--- config.mk ---
export PLATFORM = sky130hd
export DESIGN_NAME = tses_cell
export DESIGN_NICKNAME = d
export VERILOG_FILES = /design/src/rtl/tses_pkg.sv /design/src/rtl/tses_cell.sv
export SDC_FILE = /design/constraint.sdc
export NUM_CORES = 1
export LEC_CHECK = 0
export BUFFER_PORTS_ARGS = -buffer_cell sky130_fd_sc_hd__buf_2
export CORE_AREA = 4 4 148 150
export CTS_BUF_LIST = sky130_fd_sc_hd__clkbuf_8
export CTS_CLUSTER_SIZE = 30
export DETAILED_ROUTE_END_ITERATION = 8
export DIE_AREA = 0 0 152 154
export GPL_TIMING_DRIVEN = 0
export HOLD_SLACK_MARGIN = 0.15
export MAX_ROUTING_LAYER = met4
export PLACE_DENSITY = 0.68
export SYNTH_ARGS = -nofsm -noshare
export SYNTH_HDL_FRONTEND = slang
export SYNTH_SLANG_ARGS = --single-unit
export TNS_END_PERCENT = 10
--- constraint.sdc ---
create_clock -name clk -period 5.5 [get_ports clk]
set_input_delay 0 -clock clk [delete_from_list [all_inputs] [get_ports clk]]
set_output_delay 0 -clock clk [all_outputs]
set_load 0.03 [all_outputs]
--- src/rtl/tses_pkg.sv ---
`timescale 1ns / 1ps
// Shared types and constants of the time sorted event store.
// Depends on nothing; every other file imports this package.
package tses_pkg;

  // Number of event cells in the chain.
  localparam int DEPTH = 64;
  // Width of an event count and of the stored_count field (holds DEPTH).
  localparam int CNT_W = 7;

  // Operation codes of the request beat.
  localparam logic [2:0] OP_INSERT = 3'd0;
  localparam logic [2:0] OP_TRUNC  = 3'd1;
  localparam logic [2:0] OP_POP    = 3'd2;
  localparam logic [2:0] OP_QUERY  = 3'd3;
  localparam logic [2:0] OP_CHECK  = 3'd4;
  localparam logic [2:0] OP_CLEAR  = 3'd5;

  // Action code that an assign check looks for.
  localparam logic [2:0] ACT_ASSIGN = 3'd2;

  // Request beat.
  typedef struct packed {
    logic [2:0]  opcode;
    logic [31:0] event_time;
    logic [7:0]  event_player;
    logic [2:0]  event_action;
    logic [31:0] event_target;
  } req_t;

  // Result beat.
  typedef struct packed {
    logic [31:0]      out_time;
    logic [7:0]       out_player;
    logic [2:0]       out_action;
    logic [31:0]      out_target;
    logic             out_valid;
    logic             check_hit;
    logic             status;
    logic [CNT_W-1:0] stored_count;
    logic             last;
  } res_t;

  // One stored event.
  typedef struct packed {
    logic [31:0] ev_time;
    logic [7:0]  ev_player;
    logic [2:0]  ev_action;
    logic [31:0] ev_target;
  } entry_t;

  // What every cell does in the current cycle.
  typedef enum logic [2:0] {
    CM_HOLD,
    CM_SCAN,
    CM_INSERT,
    CM_SHIFT,
    CM_ROTATE
  } cell_mode_t;

  // Control broadcast from the sequencer to the cell chain.
  typedef struct packed {
    cell_mode_t mode;
    entry_t     ev;
  } cell_ctl_t;

endpackage

--- src/rtl/tses_cell.sv ---
`timescale 1ns / 1ps
// One cell of the sorted event chain: holds one event and its compare flags.
// Depends on tses_pkg.
module tses_cell
  import tses_pkg::*;
(
  input  logic      clk,
  input  cell_ctl_t ctl,
  input  logic      occ,
  input  logic      right_occ,
  input  entry_t    left_entry,
  input  entry_t    right_entry,
  input  entry_t    head_entry,
  input  logic      left_after,
  output entry_t    entry,
  output logic      after,
  output logic      from_lo,
  output logic      hit
);

  // Flags are taken against the command event; the slot moves by mode.
  always_ff @(posedge clk) begin
    unique case (ctl.mode)
      CM_SCAN: begin
        // Empty cells count as lying past any time bound.
        after   <= !occ || (entry.ev_time > ctl.ev.ev_time);
        from_lo <= !occ || (entry.ev_time >= ctl.ev.ev_time);
        hit     <= occ && (entry.ev_time == ctl.ev.ev_time) &&
                   (entry.ev_action == ACT_ASSIGN) &&
                   (entry.ev_target == ctl.ev.ev_target);
      end
      CM_INSERT: begin
        // Cells past the insert point take their left neighbor; the first
        // cell past it takes the new event.
        if (left_after) begin
          entry <= left_entry;
        end else if (after) begin
          entry <= ctl.ev;
        end
      end
      CM_SHIFT: begin
        entry <= right_entry;
      end
      CM_ROTATE: begin
        // The last occupied cell wraps around to the head.
        entry <= right_occ ? right_entry : head_entry;
      end
      default: begin
      end
    endcase
  end

endmodule

==> run summary <==
Die ar.: 0.0234 mm^2
Max FO, Critical Path: 4
CP max stage delay: 0.58 ns
IO Port Bufs: 383
R2r endpoint: hit
Slew margin rel.: 38.0%
Core Util, Final: 46.6%
Post-synthesis cell area: 0.00559 mm^2
Worst skew pair latency: 0.38 ns
Delay-heaviest family, CP: simple AND/OR/NAND/NOR gates
Critical path capture point: hit
Combinational share of power: 36.3%
Highest achievable clock rate: 368 MHz
Sequential share of the synthesized area: 41.9%
Hold Slack: 0.190 ns
DR vias/cell: 4.98
Cell area after layout: 0.00965 mm^2
Largest net degree at the start of global routing: 40
Placed instance area: 0.00788 mm^2
FF-to-FF path depth: 6
Tcrit/Tclk final: 49.4%
Crit Path Class: flip-flop to flip-flop
Psw: 0.634 mW
Crit path DAT: 2.95 ns
Mapped Cells: 507
Hold crit path type: input pin to flip-flop
# rows: 53
Post-synth cell types: 35
Detail Placement HPWL: 19600 um
Reg power frac: 38.1%
CTS tree: yes
Post-CTS sizing: 0
Seq cells post-synth: 78
Final max-slew violation count: 0
Slew @ Worst Pin: 0.922 ns
Int Pwr: 1.33 mW
Share of cells above drive strength 1: 41.0%
Number of global-route vias before repair: 7014
Total core area: 0.0207 mm^2
DRC: 0
Final setup violation count: 0
Yosys warns: 0
Initial Utilization: 27.0%
R2r setup slk: 2.79 ns
Worst Setup SP: entry[74]
DR vias: 6660
RSZ-0062 raised after global routing: false
Min Tclk post-route: 2.71 ns
Clock power frac: 25.6%
Req. time, crit path: 5.74 ns
Critical path depth: 6
Antenna Nets Post-Route: 0
Mean post-synth cell area: 11.0 um^2
Startpoint types: flip-flop
Peak supply drop: 0.000103 V
CP endpoint kind: flip-flop
H-tree depth: 3
Endpoints failing hold: 0
Post-CTS Hold Fix Bufs: 155
P_leak: 4.75 nW
Final setup TNS: 0 ns
WL final: 26200 um
Switch share: 32.3%
Syn Nets: 846
Total design power: 1.96 mW
Root Driver: clkbuf_8
IO Count: 385
1st-pass router iterations: 5
Worst-path clk slew: 0.10 ns
Die height: 154 um
Critical-path top delay cell: dlygate4sd3_1
CTS buffer count: 9
Crit Reg-Reg Startpoint: entry[74]
Die W: 152 um
Max Cap Viol: 0
Grt ovf: 0
Crit path cell chain: ha_1, nand4_4, nor4_4, nand4_1, nor4_2, dlygate4sd3_1
Iter 0 DRT Violations: 415
Post-DR wirelength/cell: 19.6 um
Status: complete, no violations
Syn-to-layout area delta: 72.6%
Initial antenna violation count: 1
# nets final: 1396
PwrDens: 203 mW/mm^2
Clk sinks: 78
Post-CTS setup buffer count: 0
Worst clock skew: 0.0226 ns
Gpl congestion: 0.958
First-pass GRT wire length: 38900 um
Critical path buffers and inverters: 1
Clock tree buffer depth: 2
Total Routing Usage GR: 21.8%
-- state kept, by name (all words and copies together) (netlist names) --
name	flops
after	1
entry	75
from_lo	1
hit	1
-- cell usage in the layout (no fill, tap or decap), drive strengths merged, types with 3 or more instances in the layout --
cell type and count:
inv 35, a221o 76, buf 414, nand3 9
nand2 8, nor4 9, edfxtp 78, nor2 78
dlygate4sd3 155, a21o 3, o21ai 3, mux2i 75
clkinv 3, xor2 29, a21oi 13, clkbuf 12
nand4 11, ha 32, xnor2 3
-- worst min-delay path by stage --
stage	from	endpoint	depth (start not counted)
floorplan	right_entry[0]	entry[0]	1
global placement	right_entry[16]	entry[16]	2
detailed placement	right_entry[38]	entry[38]	2
CTS	occ	after	3
global route	occ	after	3
finish	occ	after	3
-- metal layers --
| layer | vias up | wire (um) | GRT usage (%) |
|---|---|---|---|
| met3 | 57 | 2120 | 5.32 |
| met5 | - | 0 | - |
| met2 | 373 | 13400 | 37.3 |
| li1 | 3072 | - | - |
| met1 | 3158 | 10000 | 24.8 |
| met4 | 0 | 708 | 8.22 |
-- synth_stat cells --
cell type | instances | area share, %
nor4b_1 | 1 | 0.16
nor4_1 | 7 | 0.78
nor4_4 | 1 | 0.38
nor3_1 | 2 | 0.18
buf_6 | 1 | 0.20
o311ai_0 | 1 | 0.16
nor4_2 | 1 | 0.22
nor2b_1 | 1 | 0.11
inv_1 | 33 | 2.2
a211oi_1 | 2 | 0.27
nand3_1 | 9 | 0.81
nand2_1 | 8 | 0.54
clkbuf_1 | 3 | 0.20
xnor2_1 | 3 | 0.47
a21oi_1 | 13 | 1.2
buf_4 | 6 | 0.81
mux2i_1 | 75 | 13
nor3b_1 | 1 | 0.13
a21o_1 | 3 | 0.40
edfxtp_1 | 78 | 42
o41ai_1 | 1 | 0.16
buf_1 | 1 | 0.067
nor2_1 | 78 | 5.2
nand2b_1 | 1 | 0.11
a221o_1 | 76 | 14
ha_1 | 32 | 7.2
nand4_4 | 2 | 0.76
o21ai_0 | 3 | 0.27
nand4_1 | 8 | 0.90
buf_2 | 22 | 2.0
xor2_1 | 29 | 4.5
nand4_2 | 1 | 0.22
inv_2 | 1 | 0.067
a21boi_1 | 2 | 0.27
o211ai_1 | 1 | 0.13
-- kinds of logic (layout without fill, tap and decap cells) --
group | Yosys count | count (layout) | synth area share [%]
XOR/XNOR | 32 | 32 | 5.01
buffers and inverters | 67 | 622 | 5.53
AND/OR/NAND/NOR | 121 | 121 | 10.5
adder cells (fa/ha/maj) | 32 | 32 | 7.16
flip-flops | 78 | 78 | 41.9
other | 0 | 1 | 0
multiplexers | 75 | 75 | 13.4
AO/OA/AOI/OAI | 102 | 102 | 16.4
-- per-stage QoR --
step / setup WS, ns / std cells
floorplan: 2.61 / 507
global placement: 1.57 / 1165
detailed placement: 3.27 / 1166
CTS: 2.74 / 1337
global route: 2.60 / 1338
finish: 2.79 / 1338
-- area by class of cell --
cell class	count	area, um^2
sequential	78	2340
clock inverter	7	90.1
fill	1987	11000
tap	275	344
buffer	33	181
clock buffer	9	124
multi-input combinational	362	2950
inverter	34	128
antenna	1	2.50
timing repair buffer	539	3490
-- power groups by stage --
stage	clock (mW)	combinational, mW	sequential [mW]
6_report	0.503	0.711	0.747
5_1_grt	0.537	0.764	0.752
4_1_cts	0.516	0.701	0.747
3_5_place_dp	0	0.567	0.760
3_3_place_gp	0	0.556	0.762
2_1_floorplan	0	0.234	0.845
-- tightest hold or removal path, stage by stage --
cell      delay [ns]
buf_2           0.12
nand4_1         0.14
a21boi_1        0.17
Note: power is estimated with default switching activity, not from simulation.
