[src/rtl/tses_pkg.sv]
`timescale 1ns / 1ps
// Shared types and constants of the time sorted event store.
// Depends on nothing; every other file imports this package.
package tses_pkg;

  // Number of event cells in the chain.
  localparam int DEPTH = 64;
  // Width of an event count and of the stored_count field (holds DEPTH).
  localparam int CNT_W = 7;

  // Operation codes of the request beat.
  localparam logic [2:0] OP_INSERT = 3'd0;
  localparam logic [2:0] OP_TRUNC  = 3'd1;
  localparam logic [2:0] OP_POP    = 3'd2;
  localparam logic [2:0] OP_QUERY  = 3'd3;
  localparam logic [2:0] OP_CHECK  = 3'd4;
  localparam logic [2:0] OP_CLEAR  = 3'd5;

  // Action code that an assign check looks for.
  localparam logic [2:0] ACT_ASSIGN = 3'd2;

  // Request beat.
  typedef struct packed {
    logic [2:0]  opcode;
    logic [31:0] event_time;
    logic [7:0]  event_player;
    logic [2:0]  event_action;
    logic [31:0] event_target;
  } req_t;

  // Result beat.
  typedef struct packed {
    logic [31:0]      out_time;
    logic [7:0]       out_player;
    logic [2:0]       out_action;
    logic [31:0]      out_target;
    logic             out_valid;
    logic             check_hit;
    logic             status;
    logic [CNT_W-1:0] stored_count;
    logic             last;
  } res_t;

  // One stored event.
  typedef struct packed {
    logic [31:0] ev_time;
    logic [7:0]  ev_player;
    logic [2:0]  ev_action;
    logic [31:0] ev_target;
  } entry_t;

  // What every cell does in the current cycle.
  typedef enum logic [2:0] {
    CM_HOLD,
    CM_SCAN,
    CM_INSERT,
    CM_SHIFT,
    CM_ROTATE
  } cell_mode_t;

  // Control broadcast from the sequencer to the cell chain.
  typedef struct packed {
    cell_mode_t mode;
    entry_t     ev;
  } cell_ctl_t;

endpackage

[src/rtl/tses_ctrl.sv]
`timescale 1ns / 1ps
// Sequencer of the event store: takes request beats, drives the cell chain
// and builds result beats in the output register. Depends on tses_pkg.
module tses_ctrl
  import tses_pkg::*;
(
  input  logic             clk,
  input  logic             rst,
  input  logic             req_valid,
  output logic             req_ready,
  input  req_t             req_data,
  output logic             res_valid,
  input  logic             res_ready,
  output res_t             res_data,
  output cell_ctl_t        ctl,
  output logic [CNT_W-1:0] count,
  input  entry_t           head,
  input  logic [DEPTH-1:0] after_vec,
  input  logic [DEPTH-1:0] from_vec,
  input  logic [DEPTH-1:0] hit_vec
);

  typedef enum logic [2:0] {
    ST_IDLE,
    ST_SCAN,
    ST_FIND,
    ST_DONE,
    ST_POP,
    ST_QUERY
  } state_t;

  state_t           state;
  req_t             cmd;
  logic [CNT_W-1:0] pos_hi;
  logic [CNT_W-1:0] pos_lo;
  logic [CNT_W-1:0] step;
  logic [CNT_W-1:0] remaining;
  logic [CNT_W-1:0] final_cnt;
  logic             res_hit;
  logic             res_status;
  logic             out_free;
  logic             in_window;
  logic             res_load;
  logic [CNT_W-1:0] hi_next;
  logic [CNT_W-1:0] lo_next;

  // Index of the first set flag of a monotone flag row, or DEPTH if none.
  function automatic logic [CNT_W-1:0] first_set(input logic [DEPTH-1:0] v);
    logic [DEPTH-1:0]         b;
    logic [$clog2(DEPTH)-1:0] idx;
    b   = v & ~(v << 1);
    idx = '0;
    for (int i = 0; i < DEPTH; i++) begin
      if (b[i]) begin
        idx = idx | ($clog2(DEPTH))'(i);
      end
    end
    first_set = (|v) ? CNT_W'(idx) : CNT_W'(DEPTH);
  endfunction

  // Packs one result beat.
  function automatic res_t make_res(input entry_t e, input logic has_ev,
                                    input logic chk, input logic stat,
                                    input logic [CNT_W-1:0] cnt,
                                    input logic lst);
    res_t r;
    r.out_time     = has_ev ? e.ev_time : '0;
    r.out_player   = has_ev ? e.ev_player : '0;
    r.out_action   = has_ev ? e.ev_action : '0;
    r.out_target   = has_ev ? e.ev_target : '0;
    r.out_valid    = has_ev;
    r.check_hit    = chk;
    r.status       = stat;
    r.stored_count = cnt;
    r.last         = lst;
    make_res = r;
  endfunction

  assign req_ready = (state == ST_IDLE);
  assign hi_next   = first_set(after_vec);
  assign lo_next   = first_set(from_vec);

  // Cell chain command for this cycle.
  always_comb begin
    out_free  = !res_valid || res_ready;
    in_window = (step >= pos_lo) && (step < pos_hi);
    res_load  = out_free && ((state == ST_DONE) || (state == ST_POP) ||
                             (state == ST_QUERY && in_window));
    ctl.mode  = CM_HOLD;
    ctl.ev.ev_time   = cmd.event_time;
    ctl.ev.ev_player = cmd.event_player;
    ctl.ev.ev_action = cmd.event_action;
    ctl.ev.ev_target = cmd.event_target;
    unique case (state)
      ST_SCAN: begin
        ctl.mode = CM_SCAN;
      end
      ST_FIND: begin
        if (cmd.opcode == OP_INSERT && count != CNT_W'(DEPTH)) begin
          ctl.mode = CM_INSERT;
        end
      end
      ST_POP: begin
        if (out_free) begin
          ctl.mode = CM_SHIFT;
        end
      end
      ST_QUERY: begin
        if (out_free || !in_window) begin
          ctl.mode = CM_ROTATE;
        end
      end
      default: begin
      end
    endcase
  end

  // State, fill count and output register.
  always_ff @(posedge clk) begin
    if (rst) begin
      state     <= ST_IDLE;
      count     <= '0;
      res_valid <= 1'b0;
    end else begin
      // A taken beat empties the register unless a new one is loaded.
      if (res_valid && res_ready && !res_load) begin
        res_valid <= 1'b0;
      end
      unique case (state)
        ST_IDLE: begin
          if (req_valid) begin
            cmd   <= req_data;
            state <= ST_SCAN;
          end
        end
        ST_SCAN: begin
          state <= ST_FIND;
        end
        ST_FIND: begin
          pos_hi     <= hi_next;
          pos_lo     <= lo_next;
          step       <= '0;
          res_hit    <= 1'b0;
          res_status <= 1'b0;
          state      <= ST_DONE;
          unique case (cmd.opcode)
            OP_INSERT: begin
              if (count == CNT_W'(DEPTH)) begin
                res_status <= 1'b1;
              end else begin
                count <= count + 1'b1;
              end
            end
            OP_TRUNC: begin
              count <= hi_next;
            end
            OP_POP: begin
              if (hi_next != '0) begin
                remaining <= hi_next;
                final_cnt <= count - hi_next;
                state     <= ST_POP;
              end
            end
            OP_QUERY: begin
              if (hi_next != lo_next) begin
                state <= ST_QUERY;
              end
            end
            OP_CHECK: begin
              res_hit <= |hit_vec;
            end
            OP_CLEAR: begin
              count <= '0;
            end
            default: begin
            end
          endcase
        end
        ST_DONE: begin
          if (out_free) begin
            res_valid <= 1'b1;
            res_data  <= make_res(head, 1'b0, res_hit, res_status, count, 1'b1);
            state     <= ST_IDLE;
          end
        end
        ST_POP: begin
          // The head leaves the chain one event per beat.
          if (out_free) begin
            res_valid <= 1'b1;
            res_data  <= make_res(head, 1'b1, 1'b0, 1'b0, final_cnt,
                                  remaining == CNT_W'(1));
            remaining <= remaining - 1'b1;
            count     <= count - 1'b1;
            if (remaining == CNT_W'(1)) begin
              state <= ST_IDLE;
            end
          end
        end
        ST_QUERY: begin
          // A full rotation of the occupied cells; matching heads are sent.
          if (in_window && out_free) begin
            res_valid <= 1'b1;
            res_data  <= make_res(head, 1'b1, 1'b0, 1'b0, count,
                                  step == pos_hi - 1'b1);
          end
          if (out_free || !in_window) begin
            step <= step + 1'b1;
            if (step == count - 1'b1) begin
              state <= ST_IDLE;
            end
          end
        end
        default: begin
          state <= ST_IDLE;
        end
      endcase
    end
  end

  // The fill count never passes the number of cells.
  assert property (@(posedge clk) disable iff (rst) count <= CNT_W'(DEPTH))
    else $error("fill count above depth");

  // A pop in progress always has an event left to send.
  assert property (@(posedge clk) disable iff (rst)
    (state == ST_POP) |-> (remaining != '0))
    else $error("pop running with nothing left");

  // An insert into a store with room grows it by exactly one.
  assert property (@(posedge clk) disable iff (rst)
    (state == ST_FIND && cmd.opcode == OP_INSERT && count != CNT_W'(DEPTH))
    |=> (count == $past(count) + 1'b1))
    else $error("insert did not grow the store by one");

  // An accepted request is scanned in the next cycle.
  assert property (@(posedge clk) disable iff (rst)
    (req_valid && req_ready) |=> (state == ST_SCAN))
    else $error("accepted request not scanned");

endmodule

[config.mk]
export PLATFORM = sky130hd
export DESIGN_NAME = tses_ctrl
export DESIGN_NICKNAME = d
export VERILOG_FILES = /design/src/rtl/tses_pkg.sv /design/src/rtl/tses_ctrl.sv
export SDC_FILE = /design/constraint.sdc
export NUM_CORES = 1
export LEC_CHECK = 0
export BUFFER_PORTS_ARGS = -buffer_cell sky130_fd_sc_hd__buf_2
export CORE_AREA = 2 2 203 205
export CTS_CLUSTER_DIAMETER = 200
export CTS_CLUSTER_SIZE = 25
export DETAILED_ROUTE_END_ITERATION = 6
export DIE_AREA = 0 0 205 207
export PLACE_DENSITY = 0.61
export SLEW_MARGIN = 20
export SYNTH_ARGS = -nofsm -noshare
export SYNTH_HDL_FRONTEND = slang
export SYNTH_SLANG_ARGS = --single-unit
[constraint.sdc]
create_clock -name clk -period 21.9 [get_ports clk]
set_clock_uncertainty 0.15 [all_clocks]
set_input_delay 4.38 -clock clk [delete_from_list [all_inputs] [get_ports clk]]
set_output_delay 4.38 -clock clk [all_outputs]
set_load 0.05 [all_outputs]
==> flow_summary.ini, run 1 <==
[outcome]
status = finished clean

[pwr]
ir_drop_v = 0.00003515
p_leak_nw = 6.115
finalPower_mw = 0.8516
p_per_area_mw_per_mm2 = 58.81

[final_layout]
syn_to_final_growth_pct = 26.57
drive_gt1_frac = 0.3895
layout.cells.non_filler = 2006
final_nets = 1841

[placement]
gp_congestion = 0.9129
dp_hpwl_um = 32290
portBuffers = 521
dp.cells = 1983

[synth]
syn_area_per_cell_um2 = 11.15
yosys_warnings = 0
ys.flop_type = edfxtp_1
synth_top_area_share = 0.5276
async_reset_ff_frac = 0
synthTopCellsByCount = edfxtp_1 (201), and2_1 (83), buf_4 (77)
ys_seq_elements = 212
syn_nets = 1402
syn_area_mm2 = 0.01144
ys_seq_area_frac = 0.5468
yosysTopAreaCell = edfxtp_1
yosysMostFrequentCell = edfxtp_1
synth_edf_count = 201
synth_cell_type_count = 75
synthTopCellsByArea = edfxtp_1 (53%), buf_4 (5.1%), and2_1 (4.5%)
synthCells = 1026

[timing]
fin_setup_tns_ps = 0
final-max-slew-violation-count = 0
fmax_ghz = 0.1003
tightest_slew_ps = 923.0
slew_headroom = 0.3847
min_period_ps = 9966
finalHoldViolations = 0
grt_setup_unrepaired = false
min_period_over_period = 0.4551
finalSetupViolCount = 0

[critical_path]
path_class = primary input to output port
end_kind = output port
cp-endpoint = ctl[77]
arrival_ps = 5440
rr_worst_depth = 11
rrSetupSlack_ps = 17950
critPathLaunch = res_ready
start_kind = primary input
r2r-start = step[3]
r2r-end = res_data[14]
cp_max_fo = 7
worstPathRequired_ps = 17370

[clock_network]
cts_num_sinks = 212
clk_latency_ps = 490
post_cts_resized = 0
clk_path_buf_depth = 3
hold_buffers = 0
cts_buffers = 12
cts_max_level = 1
clk_pin_slew_ps = 80
cts_tree = built
cts_root_buffer = clkbuf_16
cts_setup_buffers = 0

[floorplanning]
ioPinCount = 522
core_mm2 = 0.04037
die_h_um = 207
fp-row-count = 74
dieWidth_um = 205
design.die.area_mm2 = 0.04244
initial_core_util = 0.2834

[route]
vias_per_cell = 4.788
wirelength_um = 39660
drc_errors = 0
vias = 9605
drt_iter0_markers = 609
first_pass_iters = 5
final_antenna_net_count = 0
routedWlPerCell_um = 19.77

[global_route]
grt_pass1_wl_um = 58170
overflow = 0
grt_pass1_vias = 9495
antenna_found_initial = 3
gr-usage-all-layers = 0.1784
grt_max_degree = 81

[worst_hold_path]
min_path_type = register to register

[run]
cap_viol_max_count = 0
## layer usage
metal / up-vias / GRT usage / share of wire
met5: - / 0 / 0.00066
met4: 4 / 0.05483 / 0.026
met3: 61 / 0.02706 / 0.073
met2: 427 / 0.3170 / 0.50
met1: 4575 / 0.2209 / 0.40
li1: 4538 / - / -
## final cells by class
class	instances	area, um^2
Inverter	74	277.8
Timing Repair Buffer	529	2668
Antenna cell	3	7.507
Clock inverter	1	16.27
Fill cell	4108	25890
Multi-Input combinational cell	636	4243
Tap cell	532	665.6
Clock buffer	19	347.8
Sequential cell	212	6256
## worst max-delay path: stages
cell      delay (ps)
buf_2             70
nand2b_1         250
inv_1            160
a31oi_1          240
buf_2            320
## worst min-delay path by stage
stage            startpoint           to  slack [ps]  depth (start not counted)
2_1_floorplan  final_cnt[2]  res_data[3]         330                          2
3_3_place_gp   final_cnt[6]  res_data[7]         360                          2
3_5_place_dp   final_cnt[6]  res_data[7]         360                          2
4_1_cts        final_cnt[2]  res_data[3]         390                          2
5_1_grt        final_cnt[2]  res_data[3]         410                          2
6_report       final_cnt[2]  res_data[3]         380                          2
## registers in the layout, indices dropped and copies added (netlist names)
register,count
res_hit,1
count,7
ctl,75
final_cnt,7
res_valid,1
step,7
state,3
pos_hi,7
remaining,7
res_data,86
res_status,1
pos_lo,7
cmd,3
## cell usage in the layout (no fill, tap or decap), types with 3 or more instances in the layout
cell       count
o221ai_1       5
a31oi_1        3
a2111oi_4      3
nand2b_1      59
nand3_1       20
a2111oi_0      3
clkbuf_16     13
edfxtp_1     201
nor2_1        57
o2111ai_1     15
and3_1         7
or2b_1         3
inv_1         73
ha_1          26
and4_1         6
a22oi_1        4
diode_2        3
o22ai_1        4
or3_1          5
buf_4          8
dfxtp_1       11
a21oi_1       34
a211oi_1       6
clkbuf_1       6
nor2_2         4
buf_2        521
nand4_1       25
a2111oi_1      3
nor2b_1       17
o21ai_0       32
o21ai_1        4
xnor2_1       22
nand2_1       36
nor3_1        16
nand3b_1       3
a21o_1         5
xor2_1        17
nor4_1        57
and2_1        83
## power by group
group	internal [mW]	switching, mW
sequential	0.454	0.00791
combinational	0.0503	0.0940
clock	0.112	0.133
## kinds of logic (layout without fill, tap and decap cells)
logic type,Yosys count,count (layout),synth area share
simple gates,419,419,0.2129
flops,212,212,0.5468
buf+inv,178,623,0.08399
compound gates,148,148,0.09350
xor+xnor,39,39,0.02985
fa+ha+maj,27,27,0.03018
mux,3,3,0.002734
other cells,0,3,0
## per-stage QoR
| step | setup slack [ps] | hold slack [ps] | utilization | instance area [um^2] |
|---|---|---|---|---|
| after detailed placement | 11950 | 356.7 | 0.3495 | 14110 |
| after floorplan | 8408 | 333.6 | - | 11440 |
| after CTS | 11940 | 390.0 | 0.3585 | 14470 |
| after global placement | 11980 | 361.2 | 0.3495 | 14110 |
| final | 11930 | 380.1 | 0.3587 | 14480 |
| after global routing | 11840 | 406.7 | 0.3585 | 14470 |
Note: power is estimated with default switching activity, not from simulation.
==> run 2: changes to the inputs <==
--- a/config.mk
+++ b/config.mk
@@ -6,12 +6,12 @@
 export NUM_CORES = 1
 export LEC_CHECK = 0
 export BUFFER_PORTS_ARGS = -buffer_cell sky130_fd_sc_hd__buf_2
-export CORE_AREA = 2 2 203 205
+export CORE_AREA = 2 2 204 206
 export CTS_CLUSTER_DIAMETER = 200
 export CTS_CLUSTER_SIZE = 25
 export DETAILED_ROUTE_END_ITERATION = 6
-export DIE_AREA = 0 0 205 207
-export PLACE_DENSITY = 0.61
+export DIE_AREA = 0 0 206 208
+export PLACE_DENSITY = 0.63
 export SLEW_MARGIN = 20
 export SYNTH_ARGS = -nofsm -noshare
 export SYNTH_HDL_FRONTEND = slang
==> constraint.sdc (replaced) <==
create_clock -name clk -period 8 [get_ports clk]
set_clock_uncertainty 0.15 [all_clocks]
set_input_delay 1.6 -clock clk [delete_from_list [all_inputs] [get_ports clk]]
set_output_delay 1.6 -clock clk [all_outputs]
set_load 0.05 [all_outputs]
==> flow_summary.ini, run 2 (synthesis gave the netlist of run 1 again) <==
[floorplanning]
initial_core_util = 0.2821
fp-row-count = 74
dieWidth_um = 206
ioPinCount = 522
design.die.area_mm2 = 0.04285
core_mm2 = 0.04055
die_h_um = 208

[clock_network]
cts_max_level = 1
hold_buffers = 0
cts_buffers = 12
clk_pin_slew_ps = 110
cts_setup_buffers = 0
post_cts_resized = 0
clk_latency_ps = 490
cts_root_buffer = clkbuf_16
clk_path_buf_depth = 3
cts_num_sinks = 212
cts_tree = built

[critical_path]
cp_max_fo = 9
start_kind = register
worstPathRequired_ps = 6250
arrival_ps = 3220
end_kind = output port
path_class = register to output port

[global_route]
gr-usage-all-layers = 0.1779
grt_pass1_vias = 9634
antenna_found_initial = 2
grt_pass1_wl_um = 58480
grt_max_degree = 81
overflow = 0

[timing]
fin_setup_tns_ps = 0
grt_setup_unrepaired = false
fmax_ghz = 0.2012
slew_headroom = 0.3061
finalHoldViolations = 0
min_period_over_period = 0.6214
final-max-slew-violation-count = 0
finalSetupViolCount = 0
holdWs_ps = 372.3
min_period_ps = 4971
tightest_slew_ps = 1041

[route]
drc_errors = 0
vias = 9700
first_pass_iters = 5
routedWlPerCell_um = 20.19
drt_iter0_markers = 616
final_antenna_net_count = 0
vias_per_cell = 4.850
wirelength_um = 40380

[final_layout]
drive_gt1_frac = 0.3876
mostFrequentLayoutCell = buf_2
antenna_cells = 0
final_nets = 1838
layout.cells.non_filler = 2000
syn_to_final_growth_pct = 26.42
most-common-layout-cells = buf_2 (521), edfxtp_1 (201), and2_1 (83), inv_1 (73), nand2b_1 (60)
top_register = res_data
largest_reg_flops = 86

[pwr]
p_per_area_mw_per_mm2 = 161.4
p_leak_nw = 6.101
ir_drop_v = 0.0001012

[placement]
dp_hpwl_um = 32960
gp_congestion = 0.9302
portBuffers = 521
dp.cells = 1980

[run]
cap_viol_max_count = 0

[worst_hold_path]
min_path_type = register to register

[outcome]
status = finished clean
-- run 2: changes by cell type in the layout (fill, tap and decap cells not counted), sizes merged --
cell / change
buf: -3
diode: -3
-- run 2: where the power goes --
| group | switching [mW] | leakage (nW) | internal [mW] | total, mW |
|---|---|---|---|---|
| sequential | 0.0233 | 1.94 | 1.24 | 1.27 |
| clock | 0.362 | 0.174 | 0.308 | 0.669 |
| combinational | 0.260 | 3.99 | 0.137 | 0.398 |
| total | 0.646 | 6.10 | 1.69 | 2.33 |
-- run 2: area by class of cell --
class	instances	area [um^2]
well taps	532	665.6
multi-input cells	636	4255
flip-flops and latches	212	6256
fillers	4108	26090
inverters	74	277.8
repair buffers	526	2645
clock buffers	19	347.8
clock inverters	1	16.27
-- run 2: layer usage --
| layer | part of all wire | wire [um] | global-route usage |
|---|---|---|---|
| met1 | 0.39 | 15880 | 0.2153 |
| met2 | 0.50 | 20060 | 0.3205 |
| met3 | 0.076 | 3086 | 0.02569 |
| met4 | 0.033 | 1321 | 0.05862 |
| met5 | 0.00057 | 23 | 0 |
-- run 2: worst paths after layout --
kind | startpoint | end | slack (ps) | cells past startpoint
max | count[0] | ctl[76] | 3030 | 7
min | res_status | res_data[8] | 370 | 1
max reg2reg | step[3] | res_data[10] | 3860 | 10
min reg2reg | res_status | res_data[8] | 370 | 1
-- run 2: metrics by stage --
step / setup WS, ps / instance area [um^2] / total power, mW / util
global route: 2860 / 14460 / 2.426 / 0.3567
global placement: 3322 / 14100 / 1.689 / 0.3477
floorplan: 1211 / 11450 / 1.530 / -
finish: 3029 / 14460 / 2.335 / 0.3567
detailed placement: 3214 / 14100 / 1.689 / 0.3477
CTS: 2966 / 14460 / 2.362 / 0.3567
-- run 2: worst max-delay path, stage by stage (launching register included) --
cell and delay [ps]:
dfxtp_1 650, inv_1 200, ha_1 350, and4b_1 320
a2111oi_0 650, a22oi_1 140, nor2_1 130, buf_2 280
==> run 3: changes to the inputs <==
==> constraint.sdc (replaced) <==
create_clock -name clk -period 4.15 [get_ports clk]
set_clock_uncertainty 0.15 [all_clocks]
set_input_delay 0.83 -clock clk [delete_from_list [all_inputs] [get_ports clk]]
set_output_delay 0.83 -clock clk [all_outputs]
set_load 0.05 [all_outputs]
==> flow_summary.ini, run 3 (synthesis gave the netlist of run 1 again) <==
[floorplanning]
dieWidth_um = 206
ioPinCount = 522
core_mm2 = 0.04055
initial_core_util = 0.2821
die_h_um = 208
design.die.area_mm2 = 0.04285
fp-row-count = 74

[timing]
slew_headroom = 0.3763
min_period_over_period = 0.9079
fin_setup_tns_ps = 0
tightest_slew_ps = 931.6
finalHoldViolations = 0
final-max-slew-violation-count = 0
min_period_ps = 3768
finalSetupViolCount = 0
grt_setup_unrepaired = false
fmax_ghz = 0.2654

[global_route]
gr-usage-all-layers = 0.1752
grt_pass1_wl_um = 57500
grt_max_degree = 68
overflow = 0
grt_pass1_vias = 9579
antenna_found_initial = 8

[critical_path]
r2r-end = res_data[4]
rr_worst_depth = 10
cp_cell_sequence = inv_1 -> ha_1 -> and4b_1 -> a2111oi_0 -> buf_4 -> a22oi_1 -> nor2_1 -> buf_2
end_kind = output port
r2r-start = step[2]
rrSetupSlack_ps = 930
critPathLaunch = count[1]
arrival_ps = 2790
worstPathRequired_ps = 3170
cp_top_family = buffers and inverters
path_class = register to output port
worst-path-stages = 8
cp-endpoint = ctl[76]
crit_buf_inv = 3
max_stage_delay_ps = 470
slowest_stage = dfxtp_2
cp_max_fo = 8
start_kind = register

[pwr]
finalPower_mw = 4.509
ir_drop_v = 0.0002141
p_per_area_mw_per_mm2 = 307.0
p_leak_nw = 6.207

[final_layout]
stdcell_area_mm2 = 0.01469
most-common-layout-cells = buf_2 (521), edfxtp_1 (201), and2_1 (83), inv_1 (72), nand2b_1 (60)
largest_reg_flops = 86
top_register = res_data
post-route-util = 0.3622
drive_gt1_frac = 0.3991
mostFrequentLayoutCell = buf_2
syn_to_final_growth_pct = 28.38
n_fill_cell = 4126
layout.cells.non_filler = 2023
final_nets = 1856

[clock_network]
clk_path_buf_depth = 3
clk_latency_ps = 490
clk_pin_slew_ps = 110
cts_root_buffer = clkbuf_16
cts_num_sinks = 212
cts_setup_buffers = 0
cts_max_level = 1
cts_tree = built
cts_buffers = 12

[route]
vias_per_cell = 4.814
final_antenna_net_count = 0
drc_errors = 0
first_pass_iters = 7
vias = 9738
wirelength_um = 40080
drt_iter0_markers = 700
routedWlPerCell_um = 19.81

[worst_hold_path]
min_path_type = primary input to register

[run]
cap_viol_max_count = 0

[placement]
gp_congestion = 0.9866
dp_hpwl_um = 33150
portBuffers = 521
dpl_cell_area_mm2 = 0.01431
dp.cells = 1998

[outcome]
status = finished clean
==> run 3: cell count changes in the layout (fill, tap and decap cells not counted), moves of 2 or more <==
cell	previous run	this run
buf_4	5	19
a21oi_2	2	4
diode_2	0	5
a21oi_1	34	32
buf_12	0	4
==> run 3: area by class of cell <==
| type | instances | area, um^2 | area share |
|---|---|---|---|
| Antenna cell | 5 | 12.51 | 0.0008519 |
| Inverter | 74 | 277.8 | 0.01891 |
| Clock buffer | 19 | 347.8 | 0.02368 |
| Multi-Input combinational cell | 636 | 4280 | 0.2914 |
| Sequential cell | 212 | 6257 | 0.4260 |
| Timing Repair Buffer | 544 | 2830 | 0.1927 |
| Tap cell | 532 | 665.6 | 0.04532 |
| Clock inverter | 1 | 16.27 | 0.001107 |
==> run 3: worst min path at each step <==
stage | start | to | slack [ps] | cells past startpoint
after detailed placement | final_cnt[3] | res_data[4] | 360 | 2
after CTS | req_data[15] | ctl[15] | 330 | 1
final | req_data[76] | cmd[76] | 370 | 1
after global routing | req_data[42] | ctl[42] | 340 | 1
after floorplan | final_cnt[2] | res_data[3] | 330 | 2
after global placement | res_status | res_data[8] | 360 | 1
==> run 3: worst reg2reg max path, stage by stage, from the launching register on <==
cell	delay (ps)
edfxtp_1	600
ha_1	270
a21o_1	180
a211oi_2	210
a21oi_1	90
nor2_1	240
nand2_1	120
a21oi_2	150
a21oi_2	70
nor3_4	530
buf_4	320
==> run 3: what timing repair did <==
| action | 4_1_cts | 5_1_grt |
|---|---|---|
| gates resized for setup | 0 | 1 |
| setup endpoints to repair | 0 | 1 |
| hold buffers | 0 | 0 |
==> run 3: report_power, final <==
group          internal (mW)  switching (mW)  leakage (nW)
Sequential              2.40          0.0397          1.94
Combinational          0.280           0.510          4.09
Clock                  0.592           0.690         0.174
==> run 3: per-layer routing <==
metal  vias to the layer above  GRT usage  wire length (um)
met5                         -          0                59
met4                         8    0.05074              1099
met3                        61    0.02506              3100
met2                       468     0.3086             19520
met1                      4616     0.2209             16300
li1                       4585          -                 -
==> run 3: through the flow <==
step                hold WS [ps]  setup slack (ps)
floorplan                  333.6            -87.53
finish                     369.6             382.2
global placement           361.9             619.4
detailed placement         361.7             583.7
CTS                        334.9             147.7
global route               341.1             154.0
